[src/cdxt1_pkg.sv]
// Shared types and constants for the tiled DXT1 block decoder.
// No dependencies; every other source file imports this package.
`default_nettype none

package cdxt1_pkg;

    localparam int CDXT1_MAX_SIDE_BLOCKS = 256;

    localparam int CFG_DATA_W  = 9;
    localparam int CFG_INDEX_W = 1;

    // Configuration register indexes.
    localparam logic [CFG_INDEX_W-1:0] REG_WIDTH_BLOCKS  = 1'b0;
    localparam logic [CFG_INDEX_W-1:0] REG_HEIGHT_BLOCKS = 1'b1;

    localparam logic [CFG_DATA_W-1:0] SIDE_BLOCKS_RESET = 9'd256;

    typedef struct packed {
        logic [15:0] endpoint_first;
        logic [15:0] endpoint_second;
        logic [31:0] index_bits;
    } in_t;

    typedef struct packed {
        logic [7:0]  block_x;
        logic [7:0]  block_y;
        logic [1:0]  row_in_block;
        logic [31:0] pixel_left;
        logic [31:0] pixel_mid_left;
        logic [31:0] pixel_mid_right;
        logic [31:0] pixel_right;
        logic        last_row;
        logic        last_block;
    } out_t;

    // Position of one block in the image, carried alongside its data.
    typedef struct packed {
        logic [7:0] block_x;
        logic [7:0] block_y;
        logic       last_block;
    } pos_t;

    // Four BGRA palette entries, entry 0 in the low word.
    typedef logic [3:0][31:0] palette_t;

endpackage

`default_nettype wire

[src/cdxt1_position.sv]
// Image size registers and the tile-order block position counters.
// Depends on cdxt1_pkg.
`default_nettype none

module cdxt1_position
    import cdxt1_pkg::*;
#(
    parameter int MAX_SIDE_BLOCKS = CDXT1_MAX_SIDE_BLOCKS
) (
    input  wire logic                   aclk,
    input  wire logic                   aresetn,
    input  wire logic                   cfg_wr_en,
    input  wire logic [CFG_INDEX_W-1:0] cfg_index,
    input  wire logic [CFG_DATA_W-1:0]  cfg_wdata,
    input  wire logic                   advance,
    output pos_t                        pos
);

    localparam int HALF_SIDE = MAX_SIDE_BLOCKS / 2;
    localparam int TILE_LIM  = (HALF_SIDE > 128) ? 128 : ((HALF_SIDE < 1) ? 1 : HALF_SIDE);
    localparam logic [7:0] TILE_LIM_W = 8'(TILE_LIM);

    logic [CFG_DATA_W-1:0] width_reg, width_next;
    logic [CFG_DATA_W-1:0] height_reg, height_next;
    logic [6:0] tile_col_reg, tile_col_next;
    logic [6:0] tile_row_reg, tile_row_next;
    logic [1:0] sub_reg, sub_next;

    logic [7:0] tiles_w, tiles_h;
    logic       col_end, row_end;

    // Tile count per side: half the block count, at least one, at most the limit.
    function automatic logic [7:0] tile_count(input logic [CFG_DATA_W-1:0] blocks);
        logic [7:0] t;
        t = blocks[8:1];
        if (t == 8'd0) begin
            t = 8'd1;
        end
        if (t > TILE_LIM_W) begin
            t = TILE_LIM_W;
        end
        return t;
    endfunction

    always_comb begin
        tiles_w = tile_count(width_reg);
        tiles_h = tile_count(height_reg);
        col_end = ({1'b0, tile_col_reg} + 8'd1) >= tiles_w;
        row_end = ({1'b0, tile_row_reg} + 8'd1) >= tiles_h;

        pos.block_x    = {tile_col_reg, sub_reg[0]};
        pos.block_y    = {tile_row_reg, sub_reg[1]};
        pos.last_block = (sub_reg == 2'd3) && col_end && row_end;
    end

    always_comb begin
        width_next  = width_reg;
        height_next = height_reg;
        if (cfg_wr_en) begin
            unique case (cfg_index)
                REG_WIDTH_BLOCKS:  width_next  = cfg_wdata;
                REG_HEIGHT_BLOCKS: height_next = cfg_wdata;
                default:           ;
            endcase
        end
    end

    always_comb begin
        sub_next      = sub_reg;
        tile_col_next = tile_col_reg;
        tile_row_next = tile_row_reg;
        if (advance) begin
            sub_next = sub_reg + 2'd1;
            if (sub_reg == 2'd3) begin
                if (col_end) begin
                    tile_col_next = 7'd0;
                    tile_row_next = row_end ? 7'd0 : tile_row_reg + 7'd1;
                end else begin
                    tile_col_next = tile_col_reg + 7'd1;
                end
            end
        end
    end

    always_ff @(posedge aclk) begin
        if (!aresetn) begin
            width_reg    <= SIDE_BLOCKS_RESET;
            height_reg   <= SIDE_BLOCKS_RESET;
            tile_col_reg <= 7'd0;
            tile_row_reg <= 7'd0;
            sub_reg      <= 2'd0;
        end else begin
            width_reg    <= width_next;
            height_reg   <= height_next;
            tile_col_reg <= tile_col_next;
            tile_row_reg <= tile_row_next;
            sub_reg      <= sub_next;
        end
    end

endmodule

`default_nettype wire

[src/cdxt1_palette.sv]
// Combinational four-entry BGRA palette from two RGB565 endpoints.
// Depends on cdxt1_pkg.
`default_nettype none

module cdxt1_palette
    import cdxt1_pkg::*;
(
    input  wire logic [15:0] endpoint_first,
    input  wire logic [15:0] endpoint_second,
    output palette_t         palette
);

    logic [2:0][7:0] ch_a, ch_b, mid2, mid3;
    logic            four_color;

    function automatic logic [2:0][7:0] expand565(input logic [15:0] c);
        logic [2:0][7:0] ch;
        ch[0] = {c[4:0], c[4:2]};
        ch[1] = {c[10:5], c[10:9]};
        ch[2] = {c[15:11], c[15:13]};
        return ch;
    endfunction

    // x / 3 for x below 768 as (x * 683) >> 11.
    function automatic logic [7:0] div3(input logic [9:0] x);
        logic [20:0] prod;
        prod = {11'd0, x} * 21'd683;
        return prod[18:11];
    endfunction

    function automatic logic [31:0] pack_bgra(input logic [2:0][7:0] ch, input logic [7:0] alpha);
        return {alpha, ch[2], ch[1], ch[0]};
    endfunction

    always_comb begin
        logic [9:0] sum_2a_b;
        logic [9:0] sum_a_2b;
        logic [8:0] sum_a_b;
        ch_a       = expand565(endpoint_first);
        ch_b       = expand565(endpoint_second);
        four_color = endpoint_first > endpoint_second;
        for (int c = 0; c < 3; c++) begin
            sum_2a_b = {1'b0, ch_a[c], 1'b0} + {2'b00, ch_b[c]} + 10'd1;
            sum_a_2b = {2'b00, ch_a[c]} + {1'b0, ch_b[c], 1'b0} + 10'd1;
            sum_a_b  = {1'b0, ch_a[c]} + {1'b0, ch_b[c]} + 9'd1;
            mid2[c]  = four_color ? div3(sum_2a_b) : sum_a_b[8:1];
            mid3[c]  = div3(sum_a_2b);
        end
        palette[0] = pack_bgra(ch_a, 8'hFF);
        palette[1] = pack_bgra(ch_b, 8'hFF);
        palette[2] = pack_bgra(mid2, 8'hFF);
        // Three-color blocks make the last entry transparent.
        palette[3] = pack_bgra(mid3, four_color ? 8'hFF : 8'h00);
    end

endmodule

`default_nettype wire

[src/cdxt1_row_emit.sv]
// Palette stage and result register: sends a block's four pixel rows in order.
// Depends on cdxt1_pkg.
`default_nettype none

module cdxt1_row_emit
    import cdxt1_pkg::*;
(
    input  wire logic        aclk,
    input  wire logic        aresetn,
    input  wire logic        load,
    input  wire palette_t    load_palette,
    input  wire logic [31:0] load_index_bits,
    input  wire pos_t        load_pos,
    output logic             take,
    output logic             m_valid,
    input  wire logic        m_ready,
    output out_t             m_data
);

    logic       blk_valid_reg, blk_valid_next;
    logic [1:0] row_reg, row_next;
    palette_t   pal_reg;
    logic [31:0] idx_reg;
    pos_t       pos_reg;
    logic       m_valid_reg, m_valid_next;
    out_t       m_data_reg, m_data_next;

    logic       out_load, emit, row_done;
    logic [7:0] row_idx;

    assign out_load = !m_valid_reg || m_ready;
    assign emit     = blk_valid_reg && out_load;
    assign row_done = emit && (row_reg == 2'd3);
    assign take     = !blk_valid_reg || row_done;

    always_comb begin
        unique case (row_reg)
            2'd0: row_idx = idx_reg[31:24];
            2'd1: row_idx = idx_reg[23:16];
            2'd2: row_idx = idx_reg[15:8];
            2'd3: row_idx = idx_reg[7:0];
            default: row_idx = idx_reg[31:24];
        endcase

        m_data_next.block_x         = pos_reg.block_x;
        m_data_next.block_y         = pos_reg.block_y;
        m_data_next.row_in_block    = row_reg;
        m_data_next.pixel_left      = pal_reg[row_idx[7:6]];
        m_data_next.pixel_mid_left  = pal_reg[row_idx[5:4]];
        m_data_next.pixel_mid_right = pal_reg[row_idx[3:2]];
        m_data_next.pixel_right     = pal_reg[row_idx[1:0]];
        m_data_next.last_row        = (row_reg == 2'd3);
        m_data_next.last_block      = pos_reg.last_block;
    end

    always_comb begin
        blk_valid_next = blk_valid_reg;
        row_next       = row_reg;
        if (load) begin
            blk_valid_next = 1'b1;
            row_next       = 2'd0;
        end else if (emit) begin
            blk_valid_next = !row_done;
            row_next       = row_reg + 2'd1;
        end

        if (emit) begin
            m_valid_next = 1'b1;
        end else if (m_ready) begin
            m_valid_next = 1'b0;
        end else begin
            m_valid_next = m_valid_reg;
        end
    end

    always_ff @(posedge aclk) begin
        if (!aresetn) begin
            blk_valid_reg <= 1'b0;
            row_reg       <= 2'd0;
            m_valid_reg   <= 1'b0;
        end else begin
            blk_valid_reg <= blk_valid_next;
            row_reg       <= row_next;
            m_valid_reg   <= m_valid_next;
        end
    end

    always_ff @(posedge aclk) begin
        if (load) begin
            pal_reg <= load_palette;
            idx_reg <= load_index_bits;
            pos_reg <= load_pos;
        end
        if (emit) begin
            m_data_reg <= m_data_next;
        end
    end

    assign m_valid = m_valid_reg;
    assign m_data  = m_data_reg;

endmodule

`default_nettype wire

[src/cmpr_dxt1_block_decoder_unit.sv]
// Top level of the tiled DXT1 block decoder: input register, palette, row output.
// Depends on cdxt1_pkg, cdxt1_position, cdxt1_palette and cdxt1_row_emit.
//
//  Channel  Ports                          Carries
//  input    s_valid / s_ready / s_data     one 8-byte compressed block
//  result   m_valid / m_ready / m_data     one row of four BGRA pixels
//  config   cfg_wr_en / cfg_index / cfg_wdata   width and height in blocks
//
// A block is held in the input register, then its palette is loaded into the
// row stage, and each row of the block is then registered in the result register.
// Rows leave one per cycle while m_ready does not stall the result channel; the
// block rate is set by the single result register that carries one row at a time.
// The input register takes the next block while the row stage is still busy.
// Reset (aresetn low, synchronous) empties all stages and returns to the first block.
`default_nettype none

module cmpr_dxt1_block_decoder_unit
    import cdxt1_pkg::*;
#(
    parameter int MAX_SIDE_BLOCKS = CDXT1_MAX_SIDE_BLOCKS
) (
    input  wire logic                   aclk,
    input  wire logic                   aresetn,
    input  wire logic                   cfg_wr_en,
    input  wire logic [CFG_INDEX_W-1:0] cfg_index,
    input  wire logic [CFG_DATA_W-1:0]  cfg_wdata,
    input  wire logic                   s_valid,
    output logic                        s_ready,
    input  wire in_t                    s_data,
    output logic                        m_valid,
    input  wire logic                   m_ready,
    output out_t                        m_data
);

    logic     in_valid_reg, in_valid_next;
    in_t      in_data_reg;
    pos_t     in_pos_reg;
    pos_t     cur_pos;
    palette_t palette;
    logic     s_accept, blk_load, row_take;

    assign s_ready  = !in_valid_reg || row_take;
    assign s_accept = s_valid && s_ready;
    assign blk_load = in_valid_reg && row_take;

    cdxt1_position #(
        .MAX_SIDE_BLOCKS(MAX_SIDE_BLOCKS)
    ) u_position (
        .aclk      (aclk),
        .aresetn   (aresetn),
        .cfg_wr_en (cfg_wr_en),
        .cfg_index (cfg_index),
        .cfg_wdata (cfg_wdata),
        .advance   (s_accept),
        .pos       (cur_pos)
    );

    cdxt1_palette u_palette (
        .endpoint_first  (in_data_reg.endpoint_first),
        .endpoint_second (in_data_reg.endpoint_second),
        .palette         (palette)
    );

    cdxt1_row_emit u_row_emit (
        .aclk            (aclk),
        .aresetn         (aresetn),
        .load            (blk_load),
        .load_palette    (palette),
        .load_index_bits (in_data_reg.index_bits),
        .load_pos        (in_pos_reg),
        .take            (row_take),
        .m_valid         (m_valid),
        .m_ready         (m_ready),
        .m_data          (m_data)
    );

    always_comb begin
        if (s_accept) begin
            in_valid_next = 1'b1;
        end else if (blk_load) begin
            in_valid_next = 1'b0;
        end else begin
            in_valid_next = in_valid_reg;
        end
    end

    always_ff @(posedge aclk) begin
        if (!aresetn) begin
            in_valid_reg <= 1'b0;
        end else begin
            in_valid_reg <= in_valid_next;
        end
    end

    always_ff @(posedge aclk) begin
        if (s_accept) begin
            in_data_reg <= s_data;
            in_pos_reg  <= cur_pos;
        end
    end

endmodule

`default_nettype wire

[config.mk]
export PLATFORM = sky130hd
export DESIGN_NAME = cmpr_dxt1_block_decoder_unit
export DESIGN_NICKNAME = d
export VERILOG_FILES = /design/src/cdxt1_pkg.sv /design/src/cdxt1_position.sv /design/src/cdxt1_palette.sv /design/src/cdxt1_row_emit.sv /design/src/cmpr_dxt1_block_decoder_unit.sv
export SDC_FILE = /design/constraint.sdc
export NUM_CORES = 1
export LEC_CHECK = 0
export BUFFER_PORTS_ARGS = -buffer_cell sky130_fd_sc_hd__buf_4
export CORE_MARGIN = 2
export CORE_UTILIZATION = 40
export CTS_CLUSTER_DIAMETER = 200
export DETAILED_ROUTE_END_ITERATION = 8
export PLACE_DENSITY = 0.55
export SLEW_MARGIN = 0
export SYNTH_ARGS = -nofsm -noshare
export SYNTH_HDL_FRONTEND = slang
export SYNTH_HIERARCHICAL = 1
export SYNTH_SLANG_ARGS = --single-unit
[constraint.sdc]
create_clock -name aclk -period 8.55 [get_ports aclk]
set_input_delay 0.855 -clock aclk [delete_from_list [all_inputs] [get_ports aclk]]
set_output_delay 0.855 -clock aclk [all_outputs]
set_load 0.02 [all_outputs]
==> summary.log, run 1 <==
INFO  outcome        status=completed
INFO  critical_path  worst_ep_arrival_time=7.54ns
INFO  logic_synthesis synth.yosys.seq_area_share=40.7%
INFO  logic_synthesis synth-compound-area-share=12.3%
INFO  route          drt_first_pass_iters=6
INFO  floorplan      fp.coreArea=78,700um2
INFO  pwr            p_clk_share=15.1%
INFO  cts            clk_buf_depth=3
INFO  cts            tritoncts_num_sinks=443
INFO  logic_synthesis post_synth_inst_count=2,972
INFO  logic_synthesis synth_enable_flop_cells=406
INFO  logic_synthesis synth_top_flop_cell=sky130_fd_sc_hd__edfxtp_1
INFO  cells_and_area num-nets-final=3,765
INFO  cts            tritoncts=done
INFO  global_route   grt_use_total=20.3%
INFO  sta            final.period_utilization=84.8%
INFO  route          initialDrtViolationCount=2,089
INFO  sta            skew=0.0264ns
INFO  logic_synthesis post_syn_area_per_cell=10.7um2
INFO  sta            slew-limit-headroom=29.5%
INFO  cells_and_area antenna_cells_inserted=0
INFO  global_route   antenna_violations_before_repair=0
INFO  cells_and_area area_delta_synth_final=12.2%
INFO  floorplan      num_io_pins=229
INFO  cts            clk-insertion-delay-late=0.61ns
INFO  sta            timing.setup.tns=0ns
INFO  global_route   pin_count_of_the_biggest_net_entering_global_routing=81
INFO  floorplan      die_h=286um
INFO  sta            worst_slew_pin_tran=1.06ns
INFO  sta            timing.final.hold_violations=0
INFO  logic_synthesis synth.ff_latch_count=443
INFO  global_route   via_count_of_the_first_global_routing_pass=23,400
INFO  sta            finalSetupViolCount=0
INFO  logic_synthesis post_synth_and_or_nand_nor_area_fraction=10.0%
INFO  logic_synthesis synthXorXnorAreaFrac=4.05%
INFO  pwr            report.power.total=14.3mW
INFO  logic_synthesis ys_async_sr_fraction=0%
INFO  cts            cts_post_setup_buffers_inserted=0
INFO  pwr            max-vdd-ir-drop=0.217mV
INFO  pwr            pwr-share-seq=22.1%
INFO  sta            grt_setup_unrepaired=false
INFO  logic_synthesis synthesis.yosys.warnings=6
INFO  cts            post_cts_repair_resize_count=0
INFO  cells_and_area drive_above_1_share=11.5%
INFO  cts            cts_hold_repair.buffers=0
INFO  pwr            psw=6.31mW
INFO  floorplan      die_x=286um
INFO  cts            cts-buffers-inserted=50
INFO  logic_synthesis combinational_family_with_the_most_area_after_synthesis=adder cells
INFO  min_path       min_path_type=reg -> reg
INFO  global_route   global_route.overflow_total=0
INFO  route          vias=22,900
INFO  floorplan      floorplan.initialDensity=40.3%
INFO  cts            cts.htree.levels=2
INFO  pwr            combinationalPowerShare=62.9%
INFO  pwr            cell_internal_pwr=7.99mW
INFO  route          drc=0
INFO  place          count_of_buffers_from_port_buffering=227
INFO  route          detail_route.wirelength=83,600um
INFO  critical_path  worstPathMaxFanout=8
INFO  run            drv_cap=0
INFO  place          gp_routability_congestion=0.882
INFO  route          wire_per_inst=19.9um
INFO  floorplan      fp-row-count=103
INFO  route          drt.antenna.violating_nets=0
INFO  global_route   wire_length_of_the_first_global_routing_pass=131,000um
INFO  place          hpwl=61,600um
INFO  logic_synthesis synth_fa_ha_area_share=25.6%
INFO  logic_synthesis yosysUniqueCellTypes=82
INFO  sta            finalWorstPathRequiredPeriod=7.25ns
INFO  pwr            p_leak=15.4nW
INFO  cells_and_area most-common-layout-cells=sky130_fd_sc_hd__nand2_1 (481), sky130_fd_sc_hd__ha_1 (439), sky130_fd_sc_hd__edfxtp_1 (406)
INFO  floorplan      fp.dieArea=81,700um2
INFO  critical_path  critical_path.endpoint_type=register
INFO  critical_path  criticalPathCategory=reg -> reg
INFO  route          drt-vias-per-instance=5.45
INFO  sta            achievable-frequency=0.138GHz
INFO  logic_synthesis synth.mux.area_fraction=0.0670%
INFO  critical_path  critical_path_required=8.84ns
INFO  cells_and_area nFillCells=7,238
INFO  critical_path  cp-start-kind=register
INFO  cts            ctsRootBufferMaster=sky130_fd_sc_hd__clkbuf_16
INFO  logic_synthesis netlist_area=31,800um2
INFO  sta            maxSlewViolCount=0
INFO  pwr            power_switching_share=44.1%
INFO  cts            clkTransAtPathRegs=0.06ns
INFO  pwr            p_per_area=401nW/um2
INFO  cells_and_area largest_register_ffs=148
INFO  cells_and_area mostFrequentLayoutCell=sky130_fd_sc_hd__nand2_1
cell usage after synthesis, drive strengths merged, types with 20 or more instances:
cell type	number	area, um2
a21oi	239	1220
clkbuf	56	214
nor2b	20	125
edfxtp	406	12200
inv	310	1160
nor2	78	293
nor3	32	160
o21ai	47	235
buf	125	926
dfxtp	37	741
a32oi	128	1120
fa	131	2620
xor2	43	377
a21o	34	257
o21bai	24	180
xnor2	104	911
nand3	47	235
ha	439	5490
nand2	481	1810
worst max-delay path, cell delays in order, from the launching register on:
cell	delay, ns
sky130_fd_sc_hd__edfxtp_1	0.62
sky130_fd_sc_hd__ha_1	0.50
sky130_fd_sc_hd__a21oi_1	0.24
sky130_fd_sc_hd__nor2b_1	0.09
sky130_fd_sc_hd__nor4_1	0.38
sky130_fd_sc_hd__nor2_1	0.11
sky130_fd_sc_hd__a21oi_1	0.24
sky130_fd_sc_hd__xnor2_1	0.34
sky130_fd_sc_hd__ha_1	0.36
sky130_fd_sc_hd__ha_1	0.33
sky130_fd_sc_hd__fa_1	0.51
sky130_fd_sc_hd__fa_1	0.51
sky130_fd_sc_hd__inv_1	0.06
sky130_fd_sc_hd__fa_1	0.50
sky130_fd_sc_hd__inv_1	0.04
sky130_fd_sc_hd__ha_1	0.30
sky130_fd_sc_hd__a21o_1	0.16
sky130_fd_sc_hd__a21o_1	0.19
sky130_fd_sc_hd__nor4b_2	0.46
sky130_fd_sc_hd__nor3_1	0.16
sky130_fd_sc_hd__or3_1	0.40
sky130_fd_sc_hd__a31oi_1	0.21
sky130_fd_sc_hd__xnor2_1	0.15
sky130_fd_sc_hd__a21boi_1	0.09
cell families (layout without fill, tap and decap cells):
| kind of cell | count (synthesis) | in the layout |
|---|---|---|
| and+or+nand+nor | 739 | 739 |
| AOI/OAI and AO/OA | 576 | 576 |
| DFF | 443 | 443 |
| muxes | 2 | 2 |
| buffers and inverters | 493 | 655 |
| xor gates and xnor gates | 147 | 147 |
| adders and majority gates | 570 | 570 |
| other | 2 | 25 |
metal layers:
| metal | routed length (um) | GRT usage, % |
|---|---|---|
| met4 | 2000 | 5.48 |
| met3 | 5170 | 2.62 |
| met5 | 0 | 0 |
| met1 | 35700 | 27.0 |
| met2 | 40700 | 34.9 |
power groups by stage:
stage | Clock, mW | Sequential (mW) | Combinational (mW)
after floorplan | 0 | 3.17 | 6.66
after global placement | 0 | 3.17 | 8.82
after detailed placement | 0 | 3.18 | 9.00
after CTS | 2.21 | 3.14 | 9.10
after global routing | 2.29 | 3.17 | 10.3
final | 2.15 | 3.15 | 8.99
path summary, 6_finish.rpt:
| kind | cells past startpoint | end | start | slack [ns] |
|---|---|---|---|---|
| worst max register to register | 23 | u_row_emit/pal_reg[71] | in_data_reg[51] | 1.30 |
| worst max-delay path | 23 | u_row_emit/pal_reg[71] | in_data_reg[51] | 1.30 |
| worst min-delay path | 0 | u_row_emit/m_data[140] | u_row_emit/m_data_next[140] | 0.41 |
| worst min register to register | 0 | u_row_emit/m_data[140] | u_row_emit/m_data_next[140] | 0.41 |
through the flow:
stage | util, % | std cells | hold slack [ns] | cell area [um2] | setup slack [ns]
after floorplan | - | 2995 | 0.400 | 31800 | 2.00
after global placement | 43.2 | 4114 | 0.400 | 34000 | 1.29
after detailed placement | 43.2 | 4114 | 0.405 | 34000 | 1.27
after CTS | 45.2 | 4207 | 0.391 | 35600 | 1.22
after global routing | 45.2 | 4207 | 0.398 | 35600 | 0.770
final | 45.2 | 4207 | 0.415 | 35600 | 1.30
area by class of cell:
type / instances / area (um2) / share of cell area (%)
Clock buffer: 65 / 1310 / 3.67
Multi-Input combinational cell: 2059 / 16700 / 46.8
Sequential cell: 443 / 12900 / 36.3
Timing Repair Buffer: 250 / 1880 / 5.27
Tap cell: 1050 / 1310 / 3.69
Clock inverter: 28 / 332 / 0.931
Inverter: 312 / 1180 / 3.30
Power figures use the tool's default switching activity.
==> run 2: changes to the inputs <==
- PLACE_DENSITY: 0.55 -> 0.57
- clock period: 8.55 -> 6.3 ns (I/O delays scaled with it)
==> summary.log, run 2 (same netlist as run 1, synthesis figures left out) <==
INFO  route          drt_first_pass_iters=8
INFO  sta            setup_slack=0.160ns
INFO  critical_path  cp-start-kind=register
INFO  critical_path  worst_ep_arrival_time=6.57ns
INFO  route          detail_route.wirelength=87,000um
INFO  sta            maxSlewViolCount=0
INFO  floorplan      num_io_pins=229
INFO  min_path       timing.hold.worst_path_depth=1
INFO  place          dp_slack=-0.203ns
INFO  sta            achievable-frequency=0.163GHz
INFO  critical_path  reg2reg_depth=26
INFO  route          initialDrtViolationCount=1,824
INFO  place          count_of_buffers_from_port_buffering=227
INFO  cells_and_area most-common-layout-cells=sky130_fd_sc_hd__nand2_1 (480), sky130_fd_sc_hd__buf_4 (415), sky130_fd_sc_hd__ha_1 (413)
INFO  cells_and_area largest_register_ffs=148
INFO  pwr            p_per_area=563nW/um2
INFO  critical_path  cp_num_cells=26
INFO  outcome        status=complete, but fails checks
INFO  critical_path  cp_slowest_cell=sky130_fd_sc_hd__fa_1
INFO  min_path       min_path_type=in -> reg
INFO  cells_and_area final_core_util=47.9%
INFO  cts            cts_hold_repair.buffers=0
INFO  pwr            pwr-share-seq=20.1%
INFO  route          drt-vias-per-instance=5.37
INFO  critical_path  slowest_delay=0.52ns
INFO  critical_path  worst_path_dominant_cell_family=adder cells
INFO  sta            slew-limit-headroom=20.8%
INFO  cts            clkTransAtPathRegs=0.06ns
INFO  sta            skew=0.0294ns
INFO  sta            timing.final.hold_violations=0
INFO  cells_and_area area_of_the_multi_input_gates=17,500um2
INFO  place          hpwl=63,900um
INFO  outcome        violated_checks=design-rule violations
INFO  global_route   antenna_violations_before_repair=0
INFO  place          gp_routability_congestion=0.893
INFO  place          placed_cells=4,245
INFO  floorplan      die_x=286um
INFO  critical_path  critical_path.endpoint_type=register
INFO  pwr            max-vdd-ir-drop=0.371mV
INFO  cts            cts-buffers-inserted=51
INFO  route          drt.antenna.violating_nets=0
INFO  sta            worst_slew_pin_tran=1.19ns
INFO  pwr            p_leak=16.4nW
INFO  floorplan      die_h=286um
INFO  cells_and_area area_delta_synth_final=18.8%
INFO  critical_path  critical_path_required=6.73ns
INFO  critical_path  critical-path-top-cell-by-count=sky130_fd_sc_hd__fa_1
INFO  cts            clk-insertion-delay-late=0.62ns
INFO  floorplan      fp.coreArea=78,700um2
INFO  floorplan      fp.dieArea=81,700um2
INFO  global_route   wire_length_of_the_first_global_routing_pass=132,000um
INFO  pwr            combinationalPowerShare=66.1%
INFO  cells_and_area finalInstanceArea=37,700um2
INFO  pwr            cell_internal_pwr=12.1mW
INFO  route          vias=23,500
INFO  route          drc=1
INFO  route          wire_per_inst=19.9um
INFO  sta            finalSetupViolCount=0
INFO  critical_path  worstPathMaxFanout=3
INFO  cells_and_area num-nets-final=3,938
INFO  cts            ctsRootBufferMaster=sky130_fd_sc_hd__clkbuf_16
INFO  run            drv_cap=0
INFO  critical_path  criticalPathCategory=reg -> reg
INFO  cells_and_area drive_above_1_share=19.7%
INFO  cells_and_area final-seq-area=12,900um2
INFO  sta            finalWorstPathRequiredPeriod=6.14ns
INFO  floorplan      floorplan.initialDensity=40.3%
INFO  global_route   global_route.overflow_total=0
INFO  cells_and_area mostFrequentLayoutCell=sky130_fd_sc_hd__nand2_1
INFO  global_route   pin_count_of_the_biggest_net_entering_global_routing=114
INFO  pwr            psw=9.16mW
INFO  cells_and_area antenna_cells_inserted=0
INFO  floorplan      fp-row-count=103
INFO  cts            cts.htree.levels=2
INFO  place          dpl-instance-area=35,000um2
INFO  cts            tritoncts_num_sinks=443
INFO  pwr            p_clk_share=13.8%
INFO  cts            clk_buf_depth=3
INFO  global_route   grt_use_total=20.6%
INFO  critical_path  crit_buf_inv=6
INFO  pwr            power_switching_share=43.2%
INFO  cells_and_area nFillCells=7,080
INFO  cells_and_area final_cells=4,380
INFO  cts            tritoncts=done
INFO  global_route   via_count_of_the_first_global_routing_pass=24,100
INFO  sta            final.period_utilization=97.5%
[run 2: changes by cell type in the layout (fill, tap and decap cells not counted), sizes merged]
cell / previous run / this run
buf: 250 / 422
clkinv: 18 / 24
clkbuf: 65 / 61
clkinvlp: 5 / 2
inv: 312 / 314
[run 2: stage by stage]
step,setup TNS (ns),total power [mW],hold slack (ns)
after floorplan,-0.0254,13.3,0.400
after global placement,-0.447,16.8,0.402
after detailed placement,-1.18,17.0,0.405
after CTS,0,20.4,0.155
after global routing,-0.300,23.3,0.173
final,0,21.2,0.190
[run 2: power by group through the flow]
stage	Clock [mW]	Sequential, mW	Combinational (mW)
2_1_floorplan	0	4.30	9.04
5_1_grt	3.10	4.30	15.9
6_report	2.92	4.27	14.0
3_5_place_dp	0	4.31	12.7
3_3_place_gp	0	4.30	12.5
4_1_cts	3.00	4.26	13.1
[run 2: final timing paths]
kind                                      start                          end  slack, ns
worst max-delay path            in_data_reg[45]       u_row_emit/pal_reg[85]       0.16
worst min-delay path                 s_data[33]              in_data_reg[33]       0.19
worst max register to register  in_data_reg[45]       u_row_emit/pal_reg[85]       0.16
worst min register to register   in_pos_reg[14]  u_row_emit/m_data_next[145]       0.41
[run 2: per-layer routing]
layer / track usage [%] / routed length [um] / up-vias
li1: - / - / 11000
met1: 26.8 / 36700 / 11400
met2: 35.9 / 42800 / 870
met4: 5.94 / 2180 / 0
met3: 2.71 / 5300 / 169
met5: 0 / 0 / -
[run 2: final cells by class]
class                      count  share of cell area, %
inverter                     312                   3.12
tap                         1050                   3.48
timing repair buffer         422                   8.51
clock buffer                  61                   3.48
multi-input combinational   2059                   46.3
sequential                   443                   34.3
clock inverter                33                  0.846
[run 2: timing repair]
item,4_1_cts,5_1_grt
pin swaps,6,86
gates resized for setup,23,108
endpoints found under the setup margin,16,42
buffers inserted,8,33
